==> src/sv/hse_pkg.sv <==
// ----------------------------------------------------------------------------
// hse_pkg
// Shared types and constants for the hall speed estimator and its filter.
// ----------------------------------------------------------------------------
`default_nettype none

package hse_pkg;

  // Field widths
  localparam int unsigned FREQ_W    = 24;
  localparam int unsigned SPEED_W   = 31;
  localparam int unsigned DIR_W     = 2;
  localparam int unsigned WORD_W    = 32;
  localparam int unsigned PP_W      = 8;
  localparam int unsigned SHIFT_W   = 4;
  localparam int unsigned CFG_IDX_W = 2;

  // freq * 60 fits in 30 bits
  localparam int unsigned DIVIDEND_W = 30;
  localparam int unsigned DIV_CNT_W  = $clog2(DIVIDEND_W);

  // Stream packing
  localparam int unsigned S_TDATA_W = 96;
  localparam int unsigned S_TUSER_W = 2;
  localparam int unsigned M_TDATA_W = 120;
  localparam int unsigned M_TUSER_W = 1;

  // Reset values of the configuration registers
  localparam logic [PP_W-1:0]    PP_RESET      = 8'd4;
  localparam logic [WORD_W-1:0]  TIMEOUT_RESET = 32'd24000000;
  localparam logic [SHIFT_W-1:0] SHIFT_RESET   = 4'd4;

  // Direction codes
  localparam logic [DIR_W-1:0] DIR_NONE = 2'b00;
  localparam logic [DIR_W-1:0] DIR_FWD  = 2'b01;
  localparam logic [DIR_W-1:0] DIR_REV  = 2'b11;

  // Register map
  typedef enum logic [CFG_IDX_W-1:0] {
    REG_POLE_PAIRS = 2'd0,
    REG_DIR_INV    = 2'd1,
    REG_TIMEOUT    = 2'd2,
    REG_SHIFT      = 2'd3
  } cfg_reg_t;

  typedef struct packed {
    logic [PP_W-1:0]    pairs;
    logic               dir_invert;
    logic [WORD_W-1:0]  age_limit;
    logic [SHIFT_W-1:0] filter_shift;
  } cfg_t;

  // Request into the serial divider
  typedef struct packed {
    logic                  start;
    logic [DIVIDEND_W-1:0] dividend;
    logic [PP_W-1:0]       divisor;
  } div_req_t;

endpackage

`default_nettype wire

==> src/sv/hall_speed_estimator_filter_top.sv <==
// ----------------------------------------------------------------------------
// hall_speed_estimator_filter_top
// Hall sample qualification, speed = freq*60/pole pairs through a serial
// divider, and a first-order exponential filter on the result.
// ----------------------------------------------------------------------------
//  channel  | direction | contents
//  s_axis   | in        | tdata: direction, frequency, age, counter
//           |           | tuser: present, valid
//  m_axis   | out       | tdata: raw, filtered, frequency, direction, count
//           |           | tuser: speed_valid
//  cfg      | in        | index + 32-bit write data, ready out of reset
//
// An accepted sample goes through the divider steps and done, then error,
// filter, commit and idle up to the next input transfer; a rejected sample
// goes straight to commit and idle. s_axis_tready is high only while idle
// and out of reset, so a sample is taken while a result still waits on
// m_axis; commit then waits until that result is taken. Synchronous reset
// clears all estimator state to zero and the registers to their defaults.
// ----------------------------------------------------------------------------
`default_nettype none

module hall_speed_estimator_filter_top (
  input  wire logic                           clk,
  input  wire logic                           rst,
  // sample stream
  input  wire logic                           s_axis_tvalid,
  output logic                                s_axis_tready,
  // [1:0] hall_direction, [25:2] electrical_frequency,
  // [57:26] sample_age_cycles, [89:58] update_counter, [95:90] zero
  input  wire logic [hse_pkg::S_TDATA_W-1:0]  s_axis_tdata,
  // [0] sample_present, [1] sample_valid
  input  wire logic [hse_pkg::S_TUSER_W-1:0]  s_axis_tuser,
  // result stream
  output logic                                m_axis_tvalid,
  input  wire logic                           m_axis_tready,
  // [30:0] raw_speed, [61:31] filtered_speed, [85:62] frequency_echo,
  // [87:86] output direction, [119:88] measurement_count
  output logic [hse_pkg::M_TDATA_W-1:0]       m_axis_tdata,
  // [0] speed_valid
  output logic [hse_pkg::M_TUSER_W-1:0]       m_axis_tuser,
  // configuration writes
  input  wire logic                           cfg_valid,
  output logic                                cfg_ready,
  input  wire logic [hse_pkg::CFG_IDX_W-1:0]  cfg_index,
  input  wire logic [hse_pkg::WORD_W-1:0]     cfg_data
);

  typedef enum logic [4:0] {
    ST_IDLE = 5'b00001,
    ST_DIV  = 5'b00010,
    ST_ERR  = 5'b00100,
    ST_FILT = 5'b01000,
    ST_DONE = 5'b10000
  } state_t;

  state_t state, state_next;

  hse_pkg::cfg_t     cfg;
  hse_pkg::div_req_t div_req;
  logic              div_done;
  logic [hse_pkg::DIVIDEND_W-1:0] div_quo;

  // input field decode
  logic [hse_pkg::DIR_W-1:0]  in_dir;
  logic [hse_pkg::FREQ_W-1:0] in_freq;
  logic [hse_pkg::WORD_W-1:0] in_age;
  logic [hse_pkg::WORD_W-1:0] in_counter;
  logic                       in_reject;
  logic                       in_accept;

  // latched sample
  logic                       rej_q;
  logic                       neg_q;
  logic [hse_pkg::FREQ_W-1:0] freq_q;
  logic [hse_pkg::WORD_W-1:0] counter_q;

  // working values
  logic signed [hse_pkg::SPEED_W-1:0] raw_new;
  logic signed [hse_pkg::SPEED_W-1:0] filt_new;
  logic signed [hse_pkg::WORD_W-1:0]  err;
  logic [hse_pkg::WORD_W-1:0]         err_mag;
  logic [hse_pkg::WORD_W-1:0]         err_shr;
  logic signed [hse_pkg::WORD_W-1:0]  step;
  logic signed [hse_pkg::WORD_W-1:0]  filt_sum;
  logic [hse_pkg::DIR_W-1:0]          ldir;
  logic                               reload;
  logic                               fresh;
  logic                               out_free;
  logic                               commit;

  // estimator state, also the result payload
  logic signed [hse_pkg::SPEED_W-1:0] raw_reg;
  logic signed [hse_pkg::SPEED_W-1:0] filt_reg;
  logic [hse_pkg::FREQ_W-1:0]         freq_reg;
  logic [hse_pkg::DIR_W-1:0]          dir_reg;
  logic                               valid_reg;
  logic [hse_pkg::WORD_W-1:0]         count_reg;
  logic [hse_pkg::WORD_W-1:0]         last_counter_reg;

  hse_cfg_regs u_cfg (
    .clk       (clk),
    .rst       (rst),
    .cfg_valid (cfg_valid),
    .cfg_ready (cfg_ready),
    .cfg_index (cfg_index),
    .cfg_data  (cfg_data),
    .cfg       (cfg)
  );

  hse_div u_div (
    .clk      (clk),
    .rst      (rst),
    .req      (div_req),
    .done     (div_done),
    .quotient (div_quo)
  );

  // sample qualification
  assign in_dir     = s_axis_tdata[1:0];
  assign in_freq    = s_axis_tdata[25:2];
  assign in_age     = s_axis_tdata[57:26];
  assign in_counter = s_axis_tdata[89:58];
  assign in_reject  = !s_axis_tuser[0] || !s_axis_tuser[1] ||
                      (in_dir == hse_pkg::DIR_NONE) || (in_freq == '0) ||
                      (in_age > cfg.age_limit);

  assign s_axis_tready = !rst && (state == ST_IDLE);
  assign in_accept     = s_axis_tvalid && s_axis_tready;

  // divider launch: freq*60 = freq*64 - freq*4, pole pairs of zero act as one
  assign div_req.start    = in_accept && !in_reject;
  assign div_req.dividend = ({in_freq, 6'b0} - {4'b0, in_freq, 2'b0});
  assign div_req.divisor  = (cfg.pairs == '0) ? hse_pkg::PP_W'(1)
                                              : cfg.pairs;

  // direction after inversion, and filter decisions
  assign ldir   = neg_q ? hse_pkg::DIR_REV : hse_pkg::DIR_FWD;
  assign reload = !valid_reg || (dir_reg != ldir);
  assign fresh  = (counter_q != last_counter_reg);

  // filter step: |err| >> shift, sign restored, so truncation is toward zero
  assign err_mag  = err[hse_pkg::WORD_W-1] ? hse_pkg::WORD_W'(-err)
                                           : hse_pkg::WORD_W'(err);
  assign err_shr  = err_mag >> cfg.filter_shift;
  assign step     = err[hse_pkg::WORD_W-1] ? -$signed(err_shr) : $signed(err_shr);
  assign filt_sum = {filt_reg[hse_pkg::SPEED_W-1], filt_reg} + step;

  assign out_free = !m_axis_tvalid || m_axis_tready;
  assign commit   = (state == ST_DONE) && out_free;

  // sequencer
  always_comb begin
    state_next = state;
    unique case (state)
      ST_IDLE: if (in_accept) state_next = in_reject ? ST_DONE : ST_DIV;
      ST_DIV:  if (div_done) state_next = ST_ERR;
      ST_ERR:  state_next = ST_FILT;
      ST_FILT: state_next = ST_DONE;
      ST_DONE: if (out_free) state_next = ST_IDLE;
      default: state_next = ST_IDLE;
    endcase
  end

  always_ff @(posedge clk) begin
    if (rst) begin
      state <= ST_IDLE;
    end else begin
      state <= state_next;
    end
  end

  // sample latch and working registers
  always_ff @(posedge clk) begin
    if (in_accept) begin
      rej_q     <= in_reject;
      neg_q     <= in_dir[1] ^ cfg.dir_invert;
      freq_q    <= in_freq;
      counter_q <= in_counter;
    end
    if (state == ST_DIV && div_done) begin
      raw_new <= neg_q ? -$signed({1'b0, div_quo}) : $signed({1'b0, div_quo});
    end
    if (state == ST_ERR) begin
      err <= {raw_new[hse_pkg::SPEED_W-1], raw_new} -
             {filt_reg[hse_pkg::SPEED_W-1], filt_reg};
    end
    if (state == ST_FILT) begin
      if (reload) begin
        filt_new <= raw_new;
      end else if (fresh) begin
        filt_new <= filt_sum[hse_pkg::SPEED_W-1:0];
      end else begin
        filt_new <= filt_reg;
      end
    end
  end

  // commit of the estimator state
  always_ff @(posedge clk) begin
    if (rst) begin
      raw_reg          <= '0;
      filt_reg         <= '0;
      freq_reg         <= '0;
      dir_reg          <= hse_pkg::DIR_NONE;
      valid_reg        <= 1'b0;
      count_reg        <= '0;
      last_counter_reg <= '0;
    end else if (commit) begin
      if (rej_q) begin
        raw_reg   <= '0;
        filt_reg  <= '0;
        freq_reg  <= '0;
        dir_reg   <= hse_pkg::DIR_NONE;
        valid_reg <= 1'b0;
      end else begin
        raw_reg   <= raw_new;
        filt_reg  <= filt_new;
        freq_reg  <= freq_q;
        dir_reg   <= ldir;
        valid_reg <= 1'b1;
        if (fresh) begin
          count_reg        <= count_reg + 1'b1;
          last_counter_reg <= counter_q;
        end
      end
    end
  end

  // result transfer
  always_ff @(posedge clk) begin
    if (rst) begin
      m_axis_tvalid <= 1'b0;
    end else if (commit) begin
      m_axis_tvalid <= 1'b1;
    end else if (m_axis_tready) begin
      m_axis_tvalid <= 1'b0;
    end
  end

  assign m_axis_tdata = {count_reg, dir_reg, freq_reg, filt_reg, raw_reg};
  assign m_axis_tuser = valid_reg;

`ifndef SYNTHESIS
  a_commit_shows: assert property (@(posedge clk) disable iff (rst)
    commit |=> m_axis_tvalid)
    else $error("committed result not presented");

  a_count_step: assert property (@(posedge clk) disable iff (rst)
    1'b1 |=> (count_reg == $past(count_reg)) ||
             (count_reg == $past(count_reg) + 32'd1))
    else $error("measurement count moved by more than one");

  a_invalid_zero: assert property (@(posedge clk) disable iff (rst)
    !valid_reg |-> (raw_reg == '0) && (filt_reg == '0) && (freq_reg == '0) &&
                   (dir_reg == hse_pkg::DIR_NONE))
    else $error("speed outputs not cleared while invalid");

  a_div_done_state: assert property (@(posedge clk) disable iff (rst)
    div_done |-> (state == ST_DIV))
    else $error("divider finished outside the divide phase");
`endif

endmodule

`default_nettype wire

==> src/sv/hse_cfg_regs.sv <==
// ----------------------------------------------------------------------------
// hse_cfg_regs
// Configuration register file, written through a valid/ready channel.
// ----------------------------------------------------------------------------
`default_nettype none

module hse_cfg_regs (
  input  wire logic                           clk,
  input  wire logic                           rst,
  input  wire logic                           cfg_valid,
  output logic                                cfg_ready,
  input  wire logic [hse_pkg::CFG_IDX_W-1:0]  cfg_index,
  input  wire logic [hse_pkg::WORD_W-1:0]     cfg_data,
  output hse_pkg::cfg_t                       cfg
);

  // able to take a write whenever out of reset
  assign cfg_ready = !rst;

  always_ff @(posedge clk) begin
    if (rst) begin
      cfg.pairs        <= hse_pkg::PP_RESET;
      cfg.dir_invert   <= 1'b0;
      cfg.age_limit    <= hse_pkg::TIMEOUT_RESET;
      cfg.filter_shift <= hse_pkg::SHIFT_RESET;
    end else if (cfg_valid && cfg_ready) begin
      unique case (hse_pkg::cfg_reg_t'(cfg_index))
        hse_pkg::REG_POLE_PAIRS: cfg.pairs <= cfg_data[hse_pkg::PP_W-1:0];
        hse_pkg::REG_DIR_INV:    cfg.dir_invert <= cfg_data[0];
        hse_pkg::REG_TIMEOUT:    cfg.age_limit <= cfg_data;
        hse_pkg::REG_SHIFT:      cfg.filter_shift <= cfg_data[hse_pkg::SHIFT_W-1:0];
        default: ;
      endcase
    end
  end

endmodule

`default_nettype wire

==> src/sv/hse_div.sv <==
// ----------------------------------------------------------------------------
// hse_div
// Restoring serial divider, one quotient bit per cycle.
// ----------------------------------------------------------------------------
`default_nettype none

module hse_div (
  input  wire logic                             clk,
  input  wire logic                             rst,
  input  wire hse_pkg::div_req_t                req,
  output logic                                  done,
  output logic [hse_pkg::DIVIDEND_W-1:0]        quotient
);

  localparam logic [hse_pkg::DIV_CNT_W-1:0] LAST_STEP =
    hse_pkg::DIV_CNT_W'(hse_pkg::DIVIDEND_W - 1);

  logic                            busy;
  logic [hse_pkg::DIV_CNT_W-1:0]   cnt;
  logic [hse_pkg::PP_W-1:0]        divisor;
  logic [hse_pkg::PP_W-1:0]        rem;
  logic [hse_pkg::PP_W:0]          trial;
  logic                            fits;

  // shift in next dividend bit and try the subtraction
  assign trial = {rem, quotient[hse_pkg::DIVIDEND_W-1]};
  assign fits  = trial >= {1'b0, divisor};

  always_ff @(posedge clk) begin
    if (rst) begin
      busy <= 1'b0;
      done <= 1'b0;
      cnt  <= '0;
    end else begin
      done <= 1'b0;
      if (req.start) begin
        busy <= 1'b1;
        cnt  <= '0;
      end else if (busy) begin
        cnt <= cnt + 1'b1;
        if (cnt == LAST_STEP) begin
          busy <= 1'b0;
          done <= 1'b1;
        end
      end
    end
  end

  // datapath: quotient bits replace dividend bits from the bottom
  always_ff @(posedge clk) begin
    if (req.start) begin
      quotient <= req.dividend;
      divisor  <= req.divisor;
      rem      <= '0;
    end else if (busy) begin
      quotient <= {quotient[hse_pkg::DIVIDEND_W-2:0], fits};
      rem      <= fits ? hse_pkg::PP_W'(trial - {1'b0, divisor})
                       : trial[hse_pkg::PP_W-1:0];
    end
  end

endmodule

`default_nettype wire

==> config.mk <==
export PLATFORM = sky130hd
export DESIGN_NAME = hall_speed_estimator_filter_top
export DESIGN_NICKNAME = d
export VERILOG_FILES = /design/src/sv/hse_pkg.sv /design/src/sv/hall_speed_estimator_filter_top.sv /design/src/sv/hse_cfg_regs.sv /design/src/sv/hse_div.sv
export SDC_FILE = /design/constraint.sdc
export NUM_CORES = 1
export LEC_CHECK = 0
export ABC_CLOCK_PERIOD_IN_PS = 9080
export BUFFER_PORTS_ARGS = -buffer_cell sky130_fd_sc_hd__buf_2
export CORE_UTILIZATION = 50
export DETAILED_ROUTE_END_ITERATION = 6
export GPL_TIMING_DRIVEN = 0
export HOLD_SLACK_MARGIN = 0.1
export PLACE_DENSITY = 0.69
export SYNTH_ARGS = -nofsm -noshare
export SYNTH_HDL_FRONTEND = slang
export SYNTH_SLANG_ARGS = --single-unit
==> constraint.sdc <==
create_clock -name clk -period 9.08 [get_ports clk]
set_input_delay 0.454 -clock clk [delete_from_list [all_inputs] [get_ports clk]]
set_output_delay 0.454 -clock clk [all_outputs]
set_load 0.005 [all_outputs]
-- Yosys cells after proc, flatten, opt, wreduce, memory -nomap -nowiden
Cells that the tools add are included.
W data, S select, Z words.
- $add $sub $neg: 9
- order comparisons: 2
- equal/unequal tests: 14
- shift-type cells: 1
- mux-type cells: 25
- bitwise operators: 3
- reductions and logical operators: 32
- operator list (operator ; count):
    $mux W31 ; 5
    $mux W30 ; 3
    $add A32 B1 Y32 const B ; 1
    $gt A32 B32 Y1 ; 1
    $mux W32 ; 1
    $ne A32 B32 Y1 ; 1
    $neg A32 Y32 ; 1
    $shr A32 B4 Y31 ; 1
    $sub A31 B31 Y32 ; 1
    $add A31 B31 Y31 ; 1
    $neg A30 Y31 ; 1
    $neg A31 Y31 ; 1
    $sub A30 B26 Y30 ; 1
    $pmux W5 S5 ; 1
    $logic_not A24 Y1 ; 1
    $mux W24 ; 1
    $mux W5 ; 4
    $eq A5 B5 Y1 const B ; 2
    $ge A9 B8 Y1 ; 1
    $logic_not A8 Y1 ; 1
    $mux W8 ; 1
    $reduce_and A2 Y1 ; 4
    $sub A8 B8 Y8 ; 1
    $mux W1 ; 7
    other kinds (21) ; 43
- flip-flop bits (word level): 409
- input port bits: 137
- output and inout bits: 124
- word-level logic and storage cells: 113

-- Logic depth before layout (Yosys ltp)
- word-level depth: 8
- gate-level depth with buffers: 30
- gate-level depth less buffers: 29

-- Hierarchy
Synthesis repeated with hierarchy kept, for this count alone.
- cell total of the unflattened synthesis: 2923
- area total of the unflattened synthesis: 26342.8 sq um
- by module, submodules not included (module ; instances ; cells each ; area an instance (sq um) ; seq. area each (sq um)):
    hall_speed_estimator_filter_top ; 1 ; 2528 ; 21820.9 ; 7727.4
    hse_div ; 1 ; 209 ; 2615.0 ; 1441.4
    hse_cfg_regs ; 1 ; 186 ; 1906.8 ; 900.9

-- Least setup slack after synthesis
OpenSTA, ideal clock, no wires.
- path type: register -> register
- from: register err[1] (netlist bit)
- to: register filt_new[30] (netlist bit), data pin
- setup time: 0.158 ns
- arrival: 6.735 ns
- required time: 8.922 ns
- path slack: 2.187 ns
- cell stages (with the launch flop): 28
- path buffers: 2
- clock period less this slack: 6.893 ns
- cell sequence: edfxtp_1 > inv_1 > ha_1 > or4b_4 > buf_6 > or4_1 > buf_2 > o221ai_2 > a211oi_1 > nor3_2 > o21ai_1 > mux2_4 > or4b_4 > or4b_4 > o31ai_1 > xnor2_1 > ha_1 > nand3_1 > nor4_1 > o2111ai_1 > a31oi_1 > a21oi_1 > o31ai_1 > o31ai_1 > or4b_2 > nor4_1 > nor3_1 > o211ai_1
- cells in the longest elaborated chain, start to end: 8
- ends and longest elaborated chain (element ; RTL line ; RTL):
    from (decl) ; hall_speed_estimator_filter_top.sv:80 ; logic signed [hse_pkg::WORD_W-1:0] err;
    from (signal assigned) ; hall_speed_estimator_filter_top.sv:184 ; err <= {raw_new[hse_pkg::SPEED_W-1], raw_new} -
    $neg A32 Y32 ; hall_speed_estimator_filter_top.sv:142 ; assign err_mag = err[hse_pkg::WORD_W-1] ? hse_pkg::WORD_W'(-err)
    $mux W32 * ; hall_speed_estimator_filter_top.sv:142 ;
    $shr A32 B4 Y31 * ; hall_speed_estimator_filter_top.sv:144 ; assign err_shr = err_mag >> cfg.filter_shift;
    $neg A31 Y31 ; hall_speed_estimator_filter_top.sv:145 ; assign step = err[hse_pkg::WORD_W-1] ? -$signed(err_shr) : $signed(err_shr);
    $mux W31 * ; hall_speed_estimator_filter_top.sv:145 ;
    $add A31 B31 Y31 * ; hall_speed_estimator_filter_top.sv:146 ; assign filt_sum = {filt_reg[hse_pkg::SPEED_W-1], filt_reg} + step;
    $mux W31 * ; hall_speed_estimator_filter_top.sv:190 ; end else if (fresh) begin
    $mux W31 * ; hall_speed_estimator_filter_top.sv:188 ; if (reload) begin
    to (signal assigned) ; hall_speed_estimator_filter_top.sv:189 ; filt_new <= raw_new;
    to (signal assigned) ; hall_speed_estimator_filter_top.sv:191 ; filt_new <= filt_sum[hse_pkg::SPEED_W-1:0];
    to (signal assigned) ; hall_speed_estimator_filter_top.sv:193 ; filt_new <= filt_reg;
    to (decl) ; hall_speed_estimator_filter_top.sv:79 ; logic signed [hse_pkg::SPEED_W-1:0] filt_new;
Every way passes the cells marked *; elsewhere a longest branch is shown, timed or not.
A chain may end at the register's enable or synchronous reset.

-- Worst setup path after layout
- from: register err[0] (netlist bit)
- to: register filt_new[30] (netlist bit), data pin
The elaborated chain is that of the path after synthesis.

==> results by group <==
Global route
  – Antenna violations before repair: 1
  – Vias in the first global route: 23.05k
  – Final global-route overflow total: 0
  – GRT Util Overall: 0.3234
  – First-pass GRT wire length: 129100 um
  – Maximum number of pins on one net before global-route repair: 43

Floorplanning
  – Number of standard-cell rows in the floorplan: 82
  – Placeable core area: 0.05017 mm^2
  – Die extent in y: 227.4 um
  – Die W: 227.4 um
  – Total I/O pin count: 261
  – Starting Density: 0.5063
  – Die Area: 0.05171 mm^2

Power
  – Clock network fraction of design power: 0.390
  – Leakage power of the design: about 12 nW
  – Net Sw Frac: 0.2719
  – IR drop worst, VDD: 0.1736 mV
  – Internal Power: 0.003395 W
  – Switching power: 0.001268 W
  – Power per unit of standard cell area: 157.0 mW/mm^2
  – Register share of total power: 0.445
  – Combinational share of power: 0.165

Detailed routing
  – Via density per instance: 5.990
  – DRT Wirelength: 84150 um
  – Detailed Route Iter0 Violations: 1941
  – Total DRC errors in the routed layout: 0
  – Wire length per cell: about 21 um
  – Antenna-violating nets left: 0
  – Count of TritonRoute iterations in the first routing pass: 5
  – Via Count: 23.83k

Clocking
  – Sinks on Clock Net: around 410
  – Number of buffers added by the clock tree synthesis step: 44
  – CTS tree: done
  – Buffer cell driving the clock tree root: sky130_fd_sc_hd__clkbuf_16
  – H-tree levels: 2
  – Total setup buffers inserted after CTS: 0
  – Max Buffers Root-to-Sink: 3
  – Clock-pin slew on the worst setup and hold paths: approximately 0.060 ns
  – Clock network latency to the later pin of the worst-skew pair: 0.59 ns

Timing
  – Highest achievable clock rate: 0.1146 GHz
  – Clock period minus final worst setup slack: 8.723 ns
  – Share of the cycle needed by the critical path after routing: 0.9607
  – Worst clock skew: approximately 0.027 ns
  – Number of failing hold endpoints at the final stage: 0
  – Setup-failing EPs final: 0
  – Worst setup margin: 0.3570 ns
  – TNS Setup: 0 ns
  – Final Slew Violations: 0
  – Transition time at the pin with the least slew margin: 1.288 ns
  – Hold Slack: 0.1197 ns
  – RSZ-0062 raised after global routing: false
  – Tightest slew margin relative to the limit: 0.1392

Layout
  – Count of inserted antenna diode cells: 0
  – Multi-input logic area: 0.01416 mm^2
  – Area Overhead vs Synth: 16.95%
  – Largest register by flop count: u_cfg.cfg
  – Number of nets in the layout: approximately 3.5k
  – Footprint of the flip-flops and latches: 0.01007 mm^2
  – Number of flip-flops under the largest register name: between 40 and 50
  – Filler cell count: approximately 4.4k
  – Share of cells above drive strength 1: 0.1264

Critical path
  – Type of element capturing the critical path: flop
  – Crit path launch: err[0]$_DFFE_PP_
  – Worst endpoint required time: 9.48 ns
  – R2R depth: 25
  – CP Data Arrival Time: 9.13 ns
  – Launch instance of the worst register-to-register path: err[0]$_DFFE_PP_
  – Type of element launching the critical path: flop
  – Worst Path Max Fanout: 9
  – Worst setup path category: reg2reg

Yosys
  – Cells after synthesis: 2903
  – Post-synth top cells: sky130_fd_sc_hd__nand2_1 (320), sky130_fd_sc_hd__nor2_1 (285), sky130_fd_sc_hd__a21oi_1 (277)
  – Post-synthesis cell area: 0.02540 mm^2
  – Biggest area consumer among synthesized cells: sky130_fd_sc_hd__edfxtp_1
  – Netlist cell types: 91
  – Leading cell type by number of instances after synthesis: sky130_fd_sc_hd__nand2_1
  – Number of enable flip-flop cells after synthesis: 190
  – Post-synth top area share: 0.2246
  – Predominant post-synthesis flop cell: sky130_fd_sc_hd__dfxtp_1
  – Share of synthesized area occupied by flip-flops and latches: 0.3964
  – Yosys warning count: 0
  – Register bit total from synthesis: approximately 410
  – Leading cell types by total area after synthesis: sky130_fd_sc_hd__edfxtp_1 (22%), sky130_fd_sc_hd__dfxtp_1 (17%), sky130_fd_sc_hd__ha_1 (6.6%)
  – Average size of a mapped cell: slightly below 9 um^2
  – Syn Nets: roughly 3.2k
  – Share of synthesized flip-flops with an asynchronous set or reset: 0

Worst hold path
  – Worst min-delay path startpoint: cfg_data[27]
  – Worst Hold Depth: 3
  – Worst Hold Class: in2reg

Job
  – Max-capacitance violation count: 0

Placement
  – Routability-driven placement congestion ratio: 0.9544
  – Minimum setup slack after placement: ~0.18 ns
  – Sum of net half-perimeters after detailed placement: 65210 um
  – I/O Buffers: 254

Run status
  – Status: complete, no violations
-- critical path: stages (launching register included) --
cell and delay (ns):
sky130_fd_sc_hd__edfxtp_1 0.51, sky130_fd_sc_hd__inv_1 0.11, sky130_fd_sc_hd__ha_1 0.22, sky130_fd_sc_hd__nor4b_4 0.61, sky130_fd_sc_hd__nand4_1 0.68, sky130_fd_sc_hd__o311ai_0 0.67, sky130_fd_sc_hd__nor4_1 0.19, sky130_fd_sc_hd__a21oi_1 0.28
sky130_fd_sc_hd__a21o_1 0.22, sky130_fd_sc_hd__a21o_1 0.20, sky130_fd_sc_hd__or4b_4 0.49, sky130_fd_sc_hd__or4b_4 0.58, sky130_fd_sc_hd__o31ai_1 0.31, sky130_fd_sc_hd__xnor2_1 0.18, sky130_fd_sc_hd__ha_1 0.36, sky130_fd_sc_hd__nand3_1 0.09
sky130_fd_sc_hd__nor4_1 0.43, sky130_fd_sc_hd__o2111ai_1 0.25, sky130_fd_sc_hd__a31oi_1 0.30, sky130_fd_sc_hd__a21oi_1 0.19, sky130_fd_sc_hd__o31ai_1 0.39, sky130_fd_sc_hd__o31ai_1 0.20, sky130_fd_sc_hd__or4b_2 0.67, sky130_fd_sc_hd__nor4_1 0.18
sky130_fd_sc_hd__nor3_1 0.11, sky130_fd_sc_hd__o211ai_1 0.12
-- cell usage in the layout (no fill, tap or decap), drive strengths merged, types with 89 or more instances in the layout --
cell type  instances
dfxtp            218
nand2            321
clkbuf           212
xnor2            142
nor3b             89
ha               135
o21ai            131
buf              285
nor2             285
inv              128
edfxtp           190
a21oi            277
-- layout make-up --
class                      count  share of cell area
inverter                     129             0.01630
sequential                   408              0.3390
buffer                       177             0.02380
multi-input combinational   2189              0.4766
clock buffer                  65             0.04435
timing repair buffer         322             0.06604
clock inverter                16            0.005644
tap                          672             0.02830
-- power by group through the flow --
stage / Combinational [W] / Clock [W] / Sequential [W]
after global routing: 0.000849 / 0.00192 / 0.00208
after detailed placement: 0.000733 / 0 / 0.00211
after floorplan: 0.000513 / 0 / 0.00210
after CTS: 0.000760 / 0.00184 / 0.00207
final: 0.000769 / 0.00182 / 0.00208
after global placement: 0.000709 / 0 / 0.00211
-- final timing paths --
kind | end | slack, ns
setup / recovery | filt_new[30]$_DFFE_PN_ | 0.36
hold / removal | u_cfg.cfg[31]$_SDFFE_PP0P_ | 0.12
setup reg to reg | filt_new[30]$_DFFE_PN_ | 0.36
hold reg to reg | u_cfg.cfg[7]$_SDFFE_PP0P_ | 0.46
-- kinds of logic after synthesis --
group,count (synthesis),share of synthesized area
xor+xnor,201,0.06931
flops,408,0.3964
compound gates,707,0.1739
fa+ha+maj,138,0.06886
simple gates,1072,0.2111
mux,71,0.03350
buf+inv,306,0.04684
-- routing by layer --
layer,GRT usage,part of all wire
met5,0,0.000095
met1,0.4158,0.42
met2,0.5402,0.47
met4,0.1342,0.041
met3,0.05046,0.067
-- what timing repair did --
item,4_1_cts,5_1_grt
hold endpoints to repair,67,0
endpoints found under the setup margin,0,1
gates resized for setup,0,3
hold buffers,67,0
-- stage by stage --
| step | total power (W) | util | area [um^2] | std cells |
|---|---|---|---|---|
| finish | 0.004663 | 0.5921 | 29710 | 3978 |
| global route | 0.004849 | 0.5921 | 29710 | 3978 |
| CTS | 0.004677 | 0.5920 | 29700 | 3978 |
| floorplan | 0.002612 | - | 25400 | 2903 |
| global placement | 0.002823 | 0.5484 | 27510 | 3829 |
| detailed placement | 0.002845 | 0.5490 | 27540 | 3830 |
Note: power is estimated with default switching activity, not from simulation.
